<file path="config.mk">
export PLATFORM = sky130hd
export DESIGN_NAME = reversible_fade_ramp_controller
export DESIGN_NICKNAME = d
export VERILOG_FILES = /design/src/rtl/core/rfrc_pkg.sv /design/src/rtl/core/reversible_fade_ramp_controller.sv /design/src/rtl/core/rfrc_ctrl.sv /design/src/rtl/core/rfrc_datapath.sv
export SDC_FILE = /design/constraint.sdc
export NUM_CORES = 2
export LEC_CHECK = 0
export BUFFER_PORTS_ARGS = -buffer_cell sky130_fd_sc_hd__buf_2
export CORE_MARGIN = 3
export CORE_UTILIZATION = 50
export DETAILED_ROUTE_END_ITERATION = 16
export GPL_TIMING_DRIVEN = 1
export PLACE_DENSITY_LB_ADDON = 0.2
export SLEW_MARGIN = 30
export SYNTH_ARGS = -nofsm -noshare
export SYNTH_HDL_FRONTEND = slang
export SYNTH_SLANG_ARGS = --single-unit
</file>
<file path="constraint.sdc">
create_clock -name clock -period 11.3 [get_ports clock]
set_clock_uncertainty 0.15 [all_clocks]
set_input_delay 0.565 -clock clock [delete_from_list [all_inputs] [get_ports clock]]
set_output_delay 0.565 -clock clock [all_outputs]
set_load 0.005 [all_outputs]
</file>
<file path="src/rtl/core/rfrc_pkg.sv">
`default_nettype none

package rfrc_pkg;

   // Opacity in Q1.15
   localparam int LEVEL_W = 16;
   localparam logic [LEVEL_W-1:0] FULL_LEVEL = 16'd32768;

   // Configuration register indexes
   localparam logic [1:0] CSR_FADE_UP_MS   = 2'd0;
   localparam logic [1:0] CSR_FADE_DOWN_MS = 2'd1;
   localparam logic [1:0] CSR_CUT_DIST_SQ  = 2'd2;
   localparam logic [1:0] CSR_LOS_DISABLE  = 2'd3;

   // Configuration reset values
   localparam logic [23:0] FADE_UP_RESET   = 24'd5000;
   localparam logic [23:0] FADE_DOWN_RESET = 24'd1000;
   localparam logic [49:0] CUT_DIST_RESET  = 50'd589824;

   // Eye axis select for the shared squarer
   localparam logic [1:0] AXIS_X = 2'd0;
   localparam logic [1:0] AXIS_Y = 2'd1;
   localparam logic [1:0] AXIS_Z = 2'd2;

   // Number of quotient bits produced by the divider
   localparam int DIV_STEPS = 16;

   typedef enum logic [2:0] {
      MODE_IMMEDIATE   = 3'd0,
      MODE_UP          = 3'd1,
      MODE_DOWN        = 3'd2,
      MODE_FADING_UP   = 3'd3,
      MODE_FADING_DOWN = 3'd4
   } mode_type;

   typedef enum logic [3:0] {
      ST_IDLE,
      ST_CHECK,
      ST_SQ,
      ST_DIR,
      ST_REV_MUL,
      ST_REV_SUB,
      ST_ELAP,
      ST_DIV,
      ST_DIV_END,
      ST_DONE
   } state_type;

   // Commands from the controller to the datapath
   typedef struct packed {
      logic       load;
      logic       clear_vis;
      logic       sq_mul;
      logic       sq_acc;
      logic [1:0] axis;
      logic       dir;
      logic       rev_mul;
      logic       rev_sub;
      logic       elap;
      logic       div_step;
      logic       div_end;
      logic       out_load;
   } dp_cmd_type;

   // Status from the datapath to the controller
   typedef struct packed {
      logic invisible;
      logic los_dis;
      logic rev;
      logic need_div;
   } dp_status_type;

endpackage

`default_nettype wire

</file>
<file path="src/rtl/core/reversible_fade_ramp_controller.sv">
// A request passes the check, squarer, direction, elapsed-time, divider, divider-end and done
// states; a ramp reversal adds the reversal multiply and subtract states. With the
// line-of-sight checks disabled the 3-axis shared squarer is skipped; steady or completed
// ramps skip the 16-step restoring divider. A result held by the receiver stalls the next
// one. One request is taken at a time; with the checks enabled an invisible frame returns
// to idle with no result. Reset (synchronous, active high): immediate mode, opacity fully
// opaque, ramp start and stored eye cleared, registers back to their defaults.
`default_nettype none

module reversible_fade_ramp_controller (
   input  wire logic               clock,
   input  wire logic               reset,
   input  wire logic               req_valid,
   output logic                    req_ready,
   input  wire logic [31:0]        req_now_ms,
   input  wire logic               req_visible,
   input  wire logic               req_blocked,
   input  wire logic signed [23:0] req_eye_x,
   input  wire logic signed [23:0] req_eye_y,
   input  wire logic signed [23:0] req_eye_z,
   output logic                    rsp_valid,
   input  wire logic               rsp_ready,
   output logic [15:0]             rsp_opacity,
   output logic [2:0]              rsp_fade_mode,
   input  wire logic               csr_valid,
   output logic                    csr_ready,
   input  wire logic [1:0]         csr_index,
   input  wire logic [49:0]        csr_wdata
);
   import rfrc_pkg::*;

   dp_cmd_type    cmd;
   dp_status_type status;

   // Register writes are always taken
   assign csr_ready = 1'b1;

   rfrc_ctrl u_ctrl (
      .clock     (clock),
      .reset     (reset),
      .req_valid (req_valid),
      .req_ready (req_ready),
      .rsp_valid (rsp_valid),
      .rsp_ready (rsp_ready),
      .status    (status),
      .cmd       (cmd)
   );

   rfrc_datapath u_datapath (
      .clock         (clock),
      .reset         (reset),
      .cmd           (cmd),
      .status        (status),
      .csr_we        (csr_valid && csr_ready),
      .csr_index     (csr_index),
      .csr_wdata     (csr_wdata),
      .req_now_ms    (req_now_ms),
      .req_visible   (req_visible),
      .req_blocked   (req_blocked),
      .req_eye_x     (req_eye_x),
      .req_eye_y     (req_eye_y),
      .req_eye_z     (req_eye_z),
      .rsp_opacity   (rsp_opacity),
      .rsp_fade_mode (rsp_fade_mode)
   );

   // One request at a time: no second beat right after one is taken
   assert property (@(posedge clock) disable iff (reset)
      req_valid && req_ready |=> !req_ready)
      else $error("request taken while previous one in flight");

   // Opacity never exceeds fully opaque
   assert property (@(posedge clock) disable iff (reset)
      rsp_valid |-> rsp_opacity <= FULL_LEVEL)
      else $error("opacity above full level");

   // Steady up means fully opaque, steady down means transparent
   assert property (@(posedge clock) disable iff (reset)
      rsp_valid && (rsp_fade_mode == MODE_UP) |-> rsp_opacity == FULL_LEVEL)
      else $error("steady up without full opacity");

   assert property (@(posedge clock) disable iff (reset)
      rsp_valid && (rsp_fade_mode == MODE_DOWN) |-> rsp_opacity == '0)
      else $error("steady down with non-zero opacity");

endmodule

`default_nettype wire

</file>
<file path="src/rtl/core/rfrc_ctrl.sv">
`default_nettype none

module rfrc_ctrl (
   input  wire logic                   clock,
   input  wire logic                   reset,
   input  wire logic                   req_valid,
   output logic                        req_ready,
   output logic                        rsp_valid,
   input  wire logic                   rsp_ready,
   input  wire rfrc_pkg::dp_status_type status,
   output rfrc_pkg::dp_cmd_type        cmd
);
   import rfrc_pkg::*;

   localparam int STEP_W = $clog2(DIV_STEPS);
   localparam logic [STEP_W-1:0] SQ_LAST  = STEP_W'(3);
   localparam logic [STEP_W-1:0] DIV_LAST = STEP_W'(DIV_STEPS - 1);

   state_type         state_ff, state_in;
   logic [STEP_W-1:0] step_ff, step_in;
   logic              rsp_valid_ff, rsp_valid_in;

   // State, step counter and result valid
   always_ff @(posedge clock) begin
      if (reset) begin
         state_ff     <= ST_IDLE;
         step_ff      <= '0;
         rsp_valid_ff <= 1'b0;
      end else begin
         state_ff     <= state_in;
         step_ff      <= step_in;
         rsp_valid_ff <= rsp_valid_in;
      end
   end

   always_comb begin
      state_in     = state_ff;
      step_in      = step_ff;
      cmd          = '0;
      req_ready    = 1'b0;
      rsp_valid_in = rsp_valid_ff && !rsp_ready;

      unique case (state_ff)
         ST_IDLE: begin
            req_ready = 1'b1;
            if (req_valid) begin
               cmd.load = 1'b1;
               state_in = ST_CHECK;
            end
         end
         ST_CHECK: begin
            step_in = '0;
            if (status.invisible) begin
               cmd.clear_vis = 1'b1;
               state_in      = ST_IDLE;
            end else if (status.los_dis) begin
               state_in = ST_DIR;
            end else begin
               state_in = ST_SQ;
            end
         end
         ST_SQ: begin
            // Square one axis per beat, accumulate the previous square
            cmd.sq_mul = (step_ff != SQ_LAST);
            cmd.sq_acc = (step_ff != '0);
            cmd.axis   = step_ff[1:0];
            if (step_ff == SQ_LAST) begin
               step_in  = '0;
               state_in = ST_DIR;
            end else begin
               step_in = step_ff + STEP_W'(1);
            end
         end
         ST_DIR: begin
            cmd.dir  = 1'b1;
            state_in = status.rev ? ST_REV_MUL : ST_ELAP;
         end
         ST_REV_MUL: begin
            cmd.rev_mul = 1'b1;
            state_in    = ST_REV_SUB;
         end
         ST_REV_SUB: begin
            cmd.rev_sub = 1'b1;
            state_in    = ST_ELAP;
         end
         ST_ELAP: begin
            cmd.elap = 1'b1;
            step_in  = '0;
            state_in = status.need_div ? ST_DIV : ST_DONE;
         end
         ST_DIV: begin
            cmd.div_step = 1'b1;
            if (step_ff == DIV_LAST) begin
               step_in  = '0;
               state_in = ST_DIV_END;
            end else begin
               step_in = step_ff + STEP_W'(1);
            end
         end
         ST_DIV_END: begin
            cmd.div_end = 1'b1;
            state_in    = ST_DONE;
         end
         ST_DONE: begin
            // Hold until the output register is free
            if (!rsp_valid_ff || rsp_ready) begin
               cmd.out_load = 1'b1;
               rsp_valid_in = 1'b1;
               state_in     = ST_IDLE;
            end
         end
         default: begin
            state_in = ST_IDLE;
         end
      endcase
   end

   assign rsp_valid = rsp_valid_ff;

endmodule

`default_nettype wire

</file>
<file path="src/rtl/core/rfrc_datapath.sv">
`default_nettype none

module rfrc_datapath (
   input  wire logic                   clock,
   input  wire logic                   reset,
   input  wire rfrc_pkg::dp_cmd_type   cmd,
   output rfrc_pkg::dp_status_type     status,
   input  wire logic                   csr_we,
   input  wire logic [1:0]             csr_index,
   input  wire logic [49:0]            csr_wdata,
   input  wire logic [31:0]            req_now_ms,
   input  wire logic                   req_visible,
   input  wire logic                   req_blocked,
   input  wire logic signed [23:0]     req_eye_x,
   input  wire logic signed [23:0]     req_eye_y,
   input  wire logic signed [23:0]     req_eye_z,
   output logic [15:0]                 rsp_opacity,
   output logic [2:0]                  rsp_fade_mode
);
   import rfrc_pkg::*;

   // Configuration
   logic [23:0] fade_up_ff, fade_up_in;
   logic [23:0] fade_down_ff, fade_down_in;
   logic [49:0] cut_ff, cut_in;
   logic        los_dis_ff, los_dis_in;

   // Latched request
   logic [31:0]        now_ff;
   logic               visible_ff, blocked_ff;
   logic signed [23:0] eye_x_ff, eye_y_ff, eye_z_ff;

   // Architectural state
   mode_type           mode_ff, mode_in;
   logic [31:0]        ramp_start_ff, ramp_start_in;
   logic [LEVEL_W-1:0] level_ff, level_in;
   logic signed [23:0] prev_x_ff, prev_x_in;
   logic signed [23:0] prev_y_ff, prev_y_in;
   logic signed [23:0] prev_z_ff, prev_z_in;

   // Working registers
   logic [47:0]        sq_ff, sq_in;
   logic [49:0]        acc_ff, acc_in;
   logic [39:0]        prod_ff, prod_in;
   logic [23:0]        rem_ff, rem_in;
   logic [15:0]        quo_ff, quo_in;
   logic [LEVEL_W-1:0] out_level_ff;
   logic [2:0]         out_mode_ff;

   // Combinational helpers
   logic [23:0]        dur_up, dur_down, d_sel;
   logic signed [23:0] cur_eye, prv_eye;
   logic signed [24:0] diff;
   logic signed [49:0] sq_full;
   logic               cut, hit, rev, sel_up, fading, over, ge;
   mode_type           m0;
   logic [15:0]        rev_opnd;
   logic [39:0]        rev_round;
   logic [31:0]        elapsed;
   logic [39:0]        num;
   logic [24:0]        trial, trial_sub;

   // A zero duration acts as one
   assign dur_up   = (fade_up_ff == '0) ? 24'd1 : fade_up_ff;
   assign dur_down = (fade_down_ff == '0) ? 24'd1 : fade_down_ff;

   assign sel_up = (mode_ff == MODE_FADING_UP);
   assign fading = sel_up || (mode_ff == MODE_FADING_DOWN);
   assign d_sel  = sel_up ? dur_up : dur_down;

   // Select one axis for the shared squarer
   always_comb begin
      case (cmd.axis)
         AXIS_X: begin
            cur_eye = eye_x_ff;
            prv_eye = prev_x_ff;
         end
         AXIS_Y: begin
            cur_eye = eye_y_ff;
            prv_eye = prev_y_ff;
         end
         default: begin
            cur_eye = eye_z_ff;
            prv_eye = prev_z_ff;
         end
      endcase
   end

   assign diff    = {cur_eye[23], cur_eye} - {prv_eye[23], prv_eye};
   assign sq_full = diff * diff;

   // Camera cut and direction
   assign cut = !los_dis_ff && (mode_ff != MODE_IMMEDIATE) && (acc_ff > cut_ff);
   assign m0  = cut ? MODE_IMMEDIATE : mode_ff;
   assign hit = !los_dis_ff && blocked_ff;
   assign rev = hit ? (m0 == MODE_FADING_UP) : (m0 == MODE_FADING_DOWN);

   // Reversal offset: round(operand * duration / 32768)
   assign rev_opnd  = sel_up ? level_ff : (FULL_LEVEL - level_ff);
   assign rev_round = prod_ff + 40'd16384;

   // Ramp position and divider set-up
   assign elapsed   = now_ff - ramp_start_ff;
   assign over      = elapsed > {8'd0, d_sel};
   assign num       = {1'b0, elapsed[23:0], 15'd0} + {17'd0, d_sel[23:1]};
   assign trial     = {rem_ff, quo_ff[15]};
   assign ge        = trial >= {1'b0, d_sel};
   assign trial_sub = trial - {1'b0, d_sel};

   always_comb begin
      fade_up_in    = fade_up_ff;
      fade_down_in  = fade_down_ff;
      cut_in        = cut_ff;
      los_dis_in    = los_dis_ff;
      mode_in       = mode_ff;
      ramp_start_in = ramp_start_ff;
      level_in      = level_ff;
      prev_x_in     = prev_x_ff;
      prev_y_in     = prev_y_ff;
      prev_z_in     = prev_z_ff;
      sq_in         = sq_ff;
      acc_in        = acc_ff;
      prod_in       = prod_ff;
      rem_in        = rem_ff;
      quo_in        = quo_ff;

      // Register writes
      if (csr_we) begin
         unique case (csr_index)
            CSR_FADE_UP_MS:   fade_up_in   = csr_wdata[23:0];
            CSR_FADE_DOWN_MS: fade_down_in = csr_wdata[23:0];
            CSR_CUT_DIST_SQ:  cut_in       = csr_wdata;
            CSR_LOS_DISABLE:  los_dis_in   = csr_wdata[0];
            default: ;
         endcase
      end

      if (cmd.load) begin
         acc_in = '0;
      end

      // Invisible target drops to immediate mode
      if (cmd.clear_vis) begin
         mode_in = MODE_IMMEDIATE;
      end

      if (cmd.sq_mul) begin
         sq_in = sq_full[47:0];
      end
      if (cmd.sq_acc) begin
         acc_in = acc_ff + {2'd0, sq_ff};
      end

      // Apply the fade direction
      if (cmd.dir) begin
         if (!los_dis_ff) begin
            prev_x_in = eye_x_ff;
            prev_y_in = eye_y_ff;
            prev_z_in = eye_z_ff;
         end
         mode_in = m0;
         if (hit) begin
            case (m0) inside
               MODE_FADING_UP: mode_in = MODE_FADING_DOWN;
               MODE_UP: begin
                  ramp_start_in = now_ff;
                  mode_in       = MODE_FADING_DOWN;
               end
               MODE_DOWN, MODE_FADING_DOWN: mode_in = m0;
               default: begin
                  level_in = '0;
                  mode_in  = MODE_DOWN;
               end
            endcase
         end else begin
            case (m0) inside
               MODE_FADING_DOWN: mode_in = MODE_FADING_UP;
               MODE_DOWN: begin
                  ramp_start_in = now_ff;
                  mode_in       = MODE_FADING_UP;
               end
               MODE_UP, MODE_FADING_UP: mode_in = m0;
               default: begin
                  level_in = FULL_LEVEL;
                  mode_in  = MODE_UP;
               end
            endcase
         end
      end

      // Shift the ramp start back so the ramp continues from the current level
      if (cmd.rev_mul) begin
         prod_in = {24'd0, rev_opnd} * {16'd0, d_sel};
      end
      if (cmd.rev_sub) begin
         ramp_start_in = now_ff - {7'd0, rev_round[39:15]};
      end

      // Finish the ramp or set up the divider
      if (cmd.elap && fading) begin
         if (over) begin
            level_in = sel_up ? FULL_LEVEL : '0;
            mode_in  = sel_up ? MODE_UP : MODE_DOWN;
         end else begin
            rem_in = num[39:16];
            quo_in = num[15:0];
         end
      end

      // One restoring division step
      if (cmd.div_step) begin
         rem_in = ge ? trial_sub[23:0] : trial[23:0];
         quo_in = {quo_ff[14:0], ge};
      end

      if (cmd.div_end) begin
         level_in = sel_up ? quo_ff : (FULL_LEVEL - quo_ff);
      end
   end

   // Configuration and state with reset
   always_ff @(posedge clock) begin
      if (reset) begin
         fade_up_ff    <= FADE_UP_RESET;
         fade_down_ff  <= FADE_DOWN_RESET;
         cut_ff        <= CUT_DIST_RESET;
         los_dis_ff    <= 1'b0;
         mode_ff       <= MODE_IMMEDIATE;
         ramp_start_ff <= '0;
         level_ff      <= FULL_LEVEL;
         prev_x_ff     <= '0;
         prev_y_ff     <= '0;
         prev_z_ff     <= '0;
      end else begin
         fade_up_ff    <= fade_up_in;
         fade_down_ff  <= fade_down_in;
         cut_ff        <= cut_in;
         los_dis_ff    <= los_dis_in;
         mode_ff       <= mode_in;
         ramp_start_ff <= ramp_start_in;
         level_ff      <= level_in;
         prev_x_ff     <= prev_x_in;
         prev_y_ff     <= prev_y_in;
         prev_z_ff     <= prev_z_in;
      end
   end

   // Payload and working registers
   always_ff @(posedge clock) begin
      if (cmd.load) begin
         now_ff     <= req_now_ms;
         visible_ff <= req_visible;
         blocked_ff <= req_blocked;
         eye_x_ff   <= req_eye_x;
         eye_y_ff   <= req_eye_y;
         eye_z_ff   <= req_eye_z;
      end
      if (cmd.out_load) begin
         out_level_ff <= level_ff;
         out_mode_ff  <= mode_ff;
      end
      sq_ff   <= sq_in;
      acc_ff  <= acc_in;
      prod_ff <= prod_in;
      rem_ff  <= rem_in;
      quo_ff  <= quo_in;
   end

   assign status.invisible = !los_dis_ff && !visible_ff;
   assign status.los_dis   = los_dis_ff;
   assign status.rev       = rev;
   assign status.need_div  = fading && !over;

   assign rsp_opacity   = out_level_ff;
   assign rsp_fade_mode = out_mode_ff;

endmodule

`default_nettype wire

</file>
* After elaboration in Yosys (flattened, before gate mapping)
Index checks and enable logic that the tools add are counted.
** Word-level totals
- Bits in registers :: 534
- Output and inout bits :: 22
** Cells by class
- $add $sub $neg :: 10
- $mul :: 2
- $lt $le $gt $ge :: 3
- Equal/unequal tests :: 30
- Muxes and demuxes :: 77
- Bitwise operators :: 1
- Reductions and logical operators :: 37
** Operators by type and width (number)
- two-way mux 16 bit :: 17
- two-way mux 32 bit :: 7
- two-way mux 24 bit :: 7
- two-way mux 50 bit :: 2
- case mux 24 bit (2 select lines) :: 2
- adder 50 x 48 -> 50 bit :: 1
- > comparator 50 bit :: 1
- logical NOT 24 bit :: 2
- multiplier 25 x 25 -> 48 bit :: 1
- adder 39 x 23 -> 40 bit :: 1
- adder 40 x 15 -> 40 bit, second input constant :: 1
- multiplier 16 x 24 -> 40 bit :: 1
- case mux 4 bit (10 select lines) :: 1
- two-way mux 3 bit :: 12
- > comparator 32 x 24 -> 1 bit :: 1
- two-way mux 4 bit :: 8
- subtractor 16 bit, first input constant :: 2
- subtractor 32 x 25 -> 32 bit :: 1
- subtractor 32 bit :: 1
- >= comparator 25 x 24 -> 1 bit :: 1
- subtractor 24 x 24 -> 25 bit :: 1
- subtractor 24 bit :: 1
- two-way mux 1 bit :: 17
- == test 4 x 3 -> 1 bit, second input constant :: 4
- 29 further kinds :: 67

* Depth between registers and ports, before layout
- Depth in word-level cells :: 14
- Gate-level depth with buffers :: 50
- Mapped depth without buffers :: 44

* By module
Synthesis repeated with hierarchy kept, for this count alone.
** Unflattened totals
- Cell total of the unflattened synthesis :: 6693
- Area, all modules :: 61597.8 µm²
** By module, submodules not included
- rfrc_datapath :: times used 1, cells an instance 6589, area each 60838.3 µm², seq. area each 13092.6 µm²
- rfrc_ctrl :: times used 1, cells an instance 102, area each 748.2 µm², seq. area each 180.2 µm²
- reversible_fade_ramp_controller :: times used 1, cells an instance 2, area each 11.3 µm², seq. area each 0.0 µm²

* Worst setup path after synthesis
OpenSTA, ideal clock, no wires.
- Kind :: reg2reg
- Start :: reg u_ctrl.state_ff[1]
- End :: reg u_datapath.sq_ff[45], data pin
- Library setup time :: 0.266 ns
- Data arrival time :: 10.388 ns
- Required time :: 10.884 ns
- Setup slack :: 0.496 ns
- Cell stages (with the launch flop) :: 46
- Clock period less this slack :: 10.804 ns
- Cell sequence :: dfxtp_1 -> clkbuf_1 -> nor2b_1 -> clkbuf_1 -> and2_1 -> clkbuf_1 -> clkbuf_1 -> nand3_1 -> a21oi_1 -> a221oi_1 -> ha_1 -> o21a_1 -> o21ai_0 -> nand2b_1 -> o21ai_0 -> o21ai_1 -> a221oi_1 -> o211ai_1 -> [... 10 more ...] -> inv_1 -> fa_1 -> inv_1 -> fa_1 -> fa_1 -> inv_1 -> fa_1 -> inv_1 -> ha_1 -> and3_1 -> nand4_1 -> a211oi_1 -> o41ai_1 -> nor2b_1 -> a211o_1 -> o31a_1 -> o41ai_1 -> xnor2_1
** Between the ends
- Word-level cells in the longest chain between the ends :: 6
** Ends and longest elaborated chain
- from (decl) :: RTL line rfrc_ctrl.sv:19 : state_type state_ff, state_in;
- from (signal assigned) :: RTL line rfrc_ctrl.sv:30 : state_ff <= state_in;
- == test 4 x 2 -> 1 bit (*) :: RTL line rfrc_ctrl.sv:43 : unique case (state_ff)
- two-way mux 4 bit (*) :: RTL line rfrc_ctrl.sv:43
- == test 2 x 1 -> 1 bit or logical NOT 2 bit (tied branches) :: RTL line rfrc_datapath.sv:73 : case (cmd.axis)
- case mux 24 bit (2 select lines) :: RTL line rfrc_datapath.sv:73
- subtractor 24 x 24 -> 25 bit (*) :: RTL line rfrc_datapath.sv:89 : assign diff = {cur_eye[23], cur_eye} - {prv_eye[23], prv_eye};
- multiplier 25 x 25 -> 48 bit (*) :: RTL line rfrc_datapath.sv:90 : assign sq_full = diff * diff;
- named net u_datapath.sq_full[45] :: RTL line rfrc_datapath.sv:54 : logic signed [49:0] sq_full;
- to (signal assigned) :: RTL line rfrc_datapath.sv:262 : sq_ff <= sq_in;
- to (decl) :: RTL line rfrc_datapath.sv:42 : logic [47:0] sq_ff, sq_in;
The timed path passes the listed nets; every way through them passes the cells marked *.
A chain may end at the register's enable or synchronous reset.

* Final worst setup path
Same ends and word-level chain as after synthesis.

==> run_results.csv <==
group,metric,value,unit
final_layout,fillers,11000,
min_path,min_path_cells,3,
yosys,ys_seq_area_share,21.5,%
sta,finalMaxSlewViolations,0,
routing,num_vias,47800,
sta,fin_ws,0.464,ns
min_path,hold_end,"u_datapath.cut_ff[29]$_SDFFE_PP0P_",
run,maxCapViolCount,0,
final_layout,drive_above_1_share,7.68,%
die,die_x,357,microns
clocking,cts-root-buf,"clkbuf_16",
min_path,min_from,"csr_wdata[29]",
clocking,cts_tree,"built",
yosys,synthCells,6739,
sta,min_period,10.84,ns
routing,drtPass1Iterations,6,
final_layout,final_cell_mix,"inv_1, nand2_1, fa_1",
setup_path,worstPathArrival,11.10,ns
clocking,insertion_delay,0.66,ns
setup_path,critPathMaxStageDelay,0.57,ns
sta,timing.fmax,92.3,MHz
routing,drc_errors,0,
die,fp-row-count,128,
run_status,status,"finished, final reports clean",
clocking,cts.sinks,519,
yosys,synth-seq-cells,519,
die,core_area,122000,sq um
sta,rsz0062_at_grt,"no",
routing,drt-wirelength-per-cell,20.1,microns
setup_path,path_buf_inv,6,
clocking,clk_pin_slew,0.06,ns
setup_path,r2r-end,"u_datapath.sq_ff[45]$_DFFE_PP_",
final_layout,multi_input_area,43500,sq um
sta,relSlewSlack,30.3,%
grt,grt_max_degree,114,
min_path,min_path_type,"in -> reg",
routing,ant_nets,0,
die,die_height,357,microns
setup_path,required,11.56,ns
yosys,avgSynthCellArea,9.15,sq um
setup_path,critPathKind,"reg -> reg",
yosys,synth_top_area_cell,"fa_1",
placed_design,place_ws,0.0284,ns
setup_path,cp-end-kind,"flop",
setup_path,rrSetupSlack,0.46,ns
grt,grt_overflow,0,
clocking,numCtsBuffers,59,
yosys,synth_cell_types,99,
routing,drt_iter0_drc,3328,
setup_path,crit_top_cell,"fa_1",
setup_path,reg2reg_from,"u_ctrl.state_ff[1]$_SDFFE_PP0P_",
die,dieArea,128000,sq um
setup_path,cpMaxStageDelayCell,"fa_1",
yosys,synth-async-reset-ratio,0,%
yosys,ys_warn_count,0,
clocking,clk_path_buf_depth,3,
final_layout,final_common_cell,"inv_1",
clocking,htreeDepth,2,
yosys,synth_top_cell_area_share,29.3,%
routing,wl,174,mm
grt,grtUsageTotal,27.5,%
die,ios,185,
yosys,synth.top_cells.by_area,"fa_1, edfxtp_1, ha_1, dfxtp_1, inv_1",
grt,antenna_found_initial,3,
final_layout,nets,8519,
grt,grt_pass1_wl,275,mm
sta,final_hold_viol_count,0,
yosys,synthFlopType,"edfxtp_1",
sta,fin_setup_tns,0,ns
die,start_util,50.5,%
setup_path,start_kind,"flop",
placed_design,place_congestion,0.966,
final_layout,seq_area,13300,sq um
placed_design,dp_hpwl,139,mm
sta,setup_viol,0,
yosys,syn_nets,8291,
routing,viasPerCell,5.53,
placed_design,portBuffers,183,
setup_path,path_delay_family,"adder cells",
grt,grt_pass1_vias,49400,
sta,fin_crit_sh,95.9,%
final_layout,synthToLayoutAreaGrowth,10.4,%
setup_path,critPathMaxFanout,35,
setup_path,rr_worst_depth,38,
sta,worstMarginPinSlew,1.04,ns
yosys,synth-edff-count,288,
yosys,synth_area,61600,sq um
worst reg2reg max path: cells and delay by family, from the launching register on:
family	cells	cell delay [ns]
AND/OR/NAND/NOR	10	2.09
flip-flops	1	0.33
XOR/XNOR	1	0.10
buffers and inverters	6	0.64
AO/OA/AOI/OAI	12	2.96
adder cells (fa/ha/maj)	9	4.29
cell usage after synthesis, types with 12 or more instances:
cell type / number
dfxtp_1: 231
nand3_1: 105
nand2b_1: 54
fa_1: 902
a211oi_1: 48
a21oi_1: 437
or2_2: 18
a31oi_1: 34
edfxtp_1: 288
nand4_1: 53
a21o_1: 114
and3_1: 49
nor2_1: 510
o21ai_0: 136
o21bai_1: 30
nand2_1: 1005
xnor2_1: 185
nor4_1: 22
inv_1: 1099
clkbuf_1: 238
ha_1: 487
o21a_1: 32
xor2_1: 109
o21ai_1: 14
and2_1: 25
mux2i_1: 65
nand3b_1: 12
nor2b_1: 48
nor3_1: 54
a221oi_1: 31
o211ai_1: 23
a22oi_1: 25
buf_1: 13
or3_1: 16
o31ai_1: 21
area by class of cell:
cell class              instances  share of cell area (%)
well taps                    1625                    2.99
diodes                          1                 0.00368
flip-flops and latches        519                    19.5
inverters                    1111                    6.14
clock inverters                27                   0.364
clock buffers                  83                    2.45
multi-input cells            4843                    63.9
repair buffers                433                    4.61
flip-flops by register name, summed over array words and instances (netlist names), 26 cells and up:
register / count
u_datapath.prod_ff: 26
u_datapath.acc_ff: 50
u_datapath.now_ff: 32
u_datapath.ramp_start_ff: 32
u_datapath.sq_ff: 47
u_datapath.cut_ff: 50
worst max path at each step:
| stage | from | endpoint | slack, ns | cells past startpoint |
|---|---|---|---|---|
| CTS | u_ctrl.state_ff[1]$_SDFFE_PP0P_ | u_datapath.sq_ff[46]$_DFFE_PP_ | 0.02 | 39 |
| detailed placement | u_ctrl.state_ff[1]$_SDFFE_PP0P_ | u_datapath.sq_ff[46]$_DFFE_PP_ | 0.03 | 39 |
| global placement | u_ctrl.state_ff[1]$_SDFFE_PP0P_ | u_datapath.sq_ff[46]$_DFFE_PP_ | 0.17 | 41 |
| finish | u_ctrl.state_ff[1]$_SDFFE_PP0P_ | u_datapath.sq_ff[45]$_DFFE_PP_ | 0.46 | 38 |
| global route | u_ctrl.state_ff[1]$_SDFFE_PP0P_ | u_datapath.sq_ff[45]$_DFFE_PP_ | 0.02 | 38 |
| floorplan | u_ctrl.state_ff[1]$_SDFFE_PP0P_ | u_datapath.sq_ff[45]$_DFFE_PP_ | 0.50 | 45 |
metal layers:
metal	share of wire, %	GRT usage, %
met4	3.9	9.72
met5	0.0086	0
met2	48	46.7
met1	43	36.3
met3	5.5	3.53
metrics by stage:
step                cells  area [sq um]  hold slack (ns)  util, %
finish               8642         68000           0.0367     55.8
global route         8641         68000           0.0300     55.8
CTS                  8635         67900          0.00172     55.6
detailed placement   8415         64900            0.298     53.2
global placement     8415         64800            0.293     53.1
floorplan            6739         61600            0.256        -
repair_timing:
action / in CTS / in global routing
hold buffers: 110 / 0
resized for setup: 0 / 28
setup endpoints to repair: 0 / 13
hold endpoints to repair: 110 / 0
buffers inserted: 0 / 4
cells by family after synthesis:
kind of cell	count (synthesis)	share of synthesized area [%]
adder cells (fa/ha/maj)	1389	39.2
other	1	0.00608
buffers and inverters	1377	8.47
XOR/XNOR	295	4.20
AO/OA/AOI/OAI	1075	11.3
flip-flops	519	21.5
multiplexers	68	1.11
AND/OR/NAND/NOR	2015	14.2
Power is not shown: default switching activity piles up to over one toggle a cycle in this logic, so the estimate is an artifact.
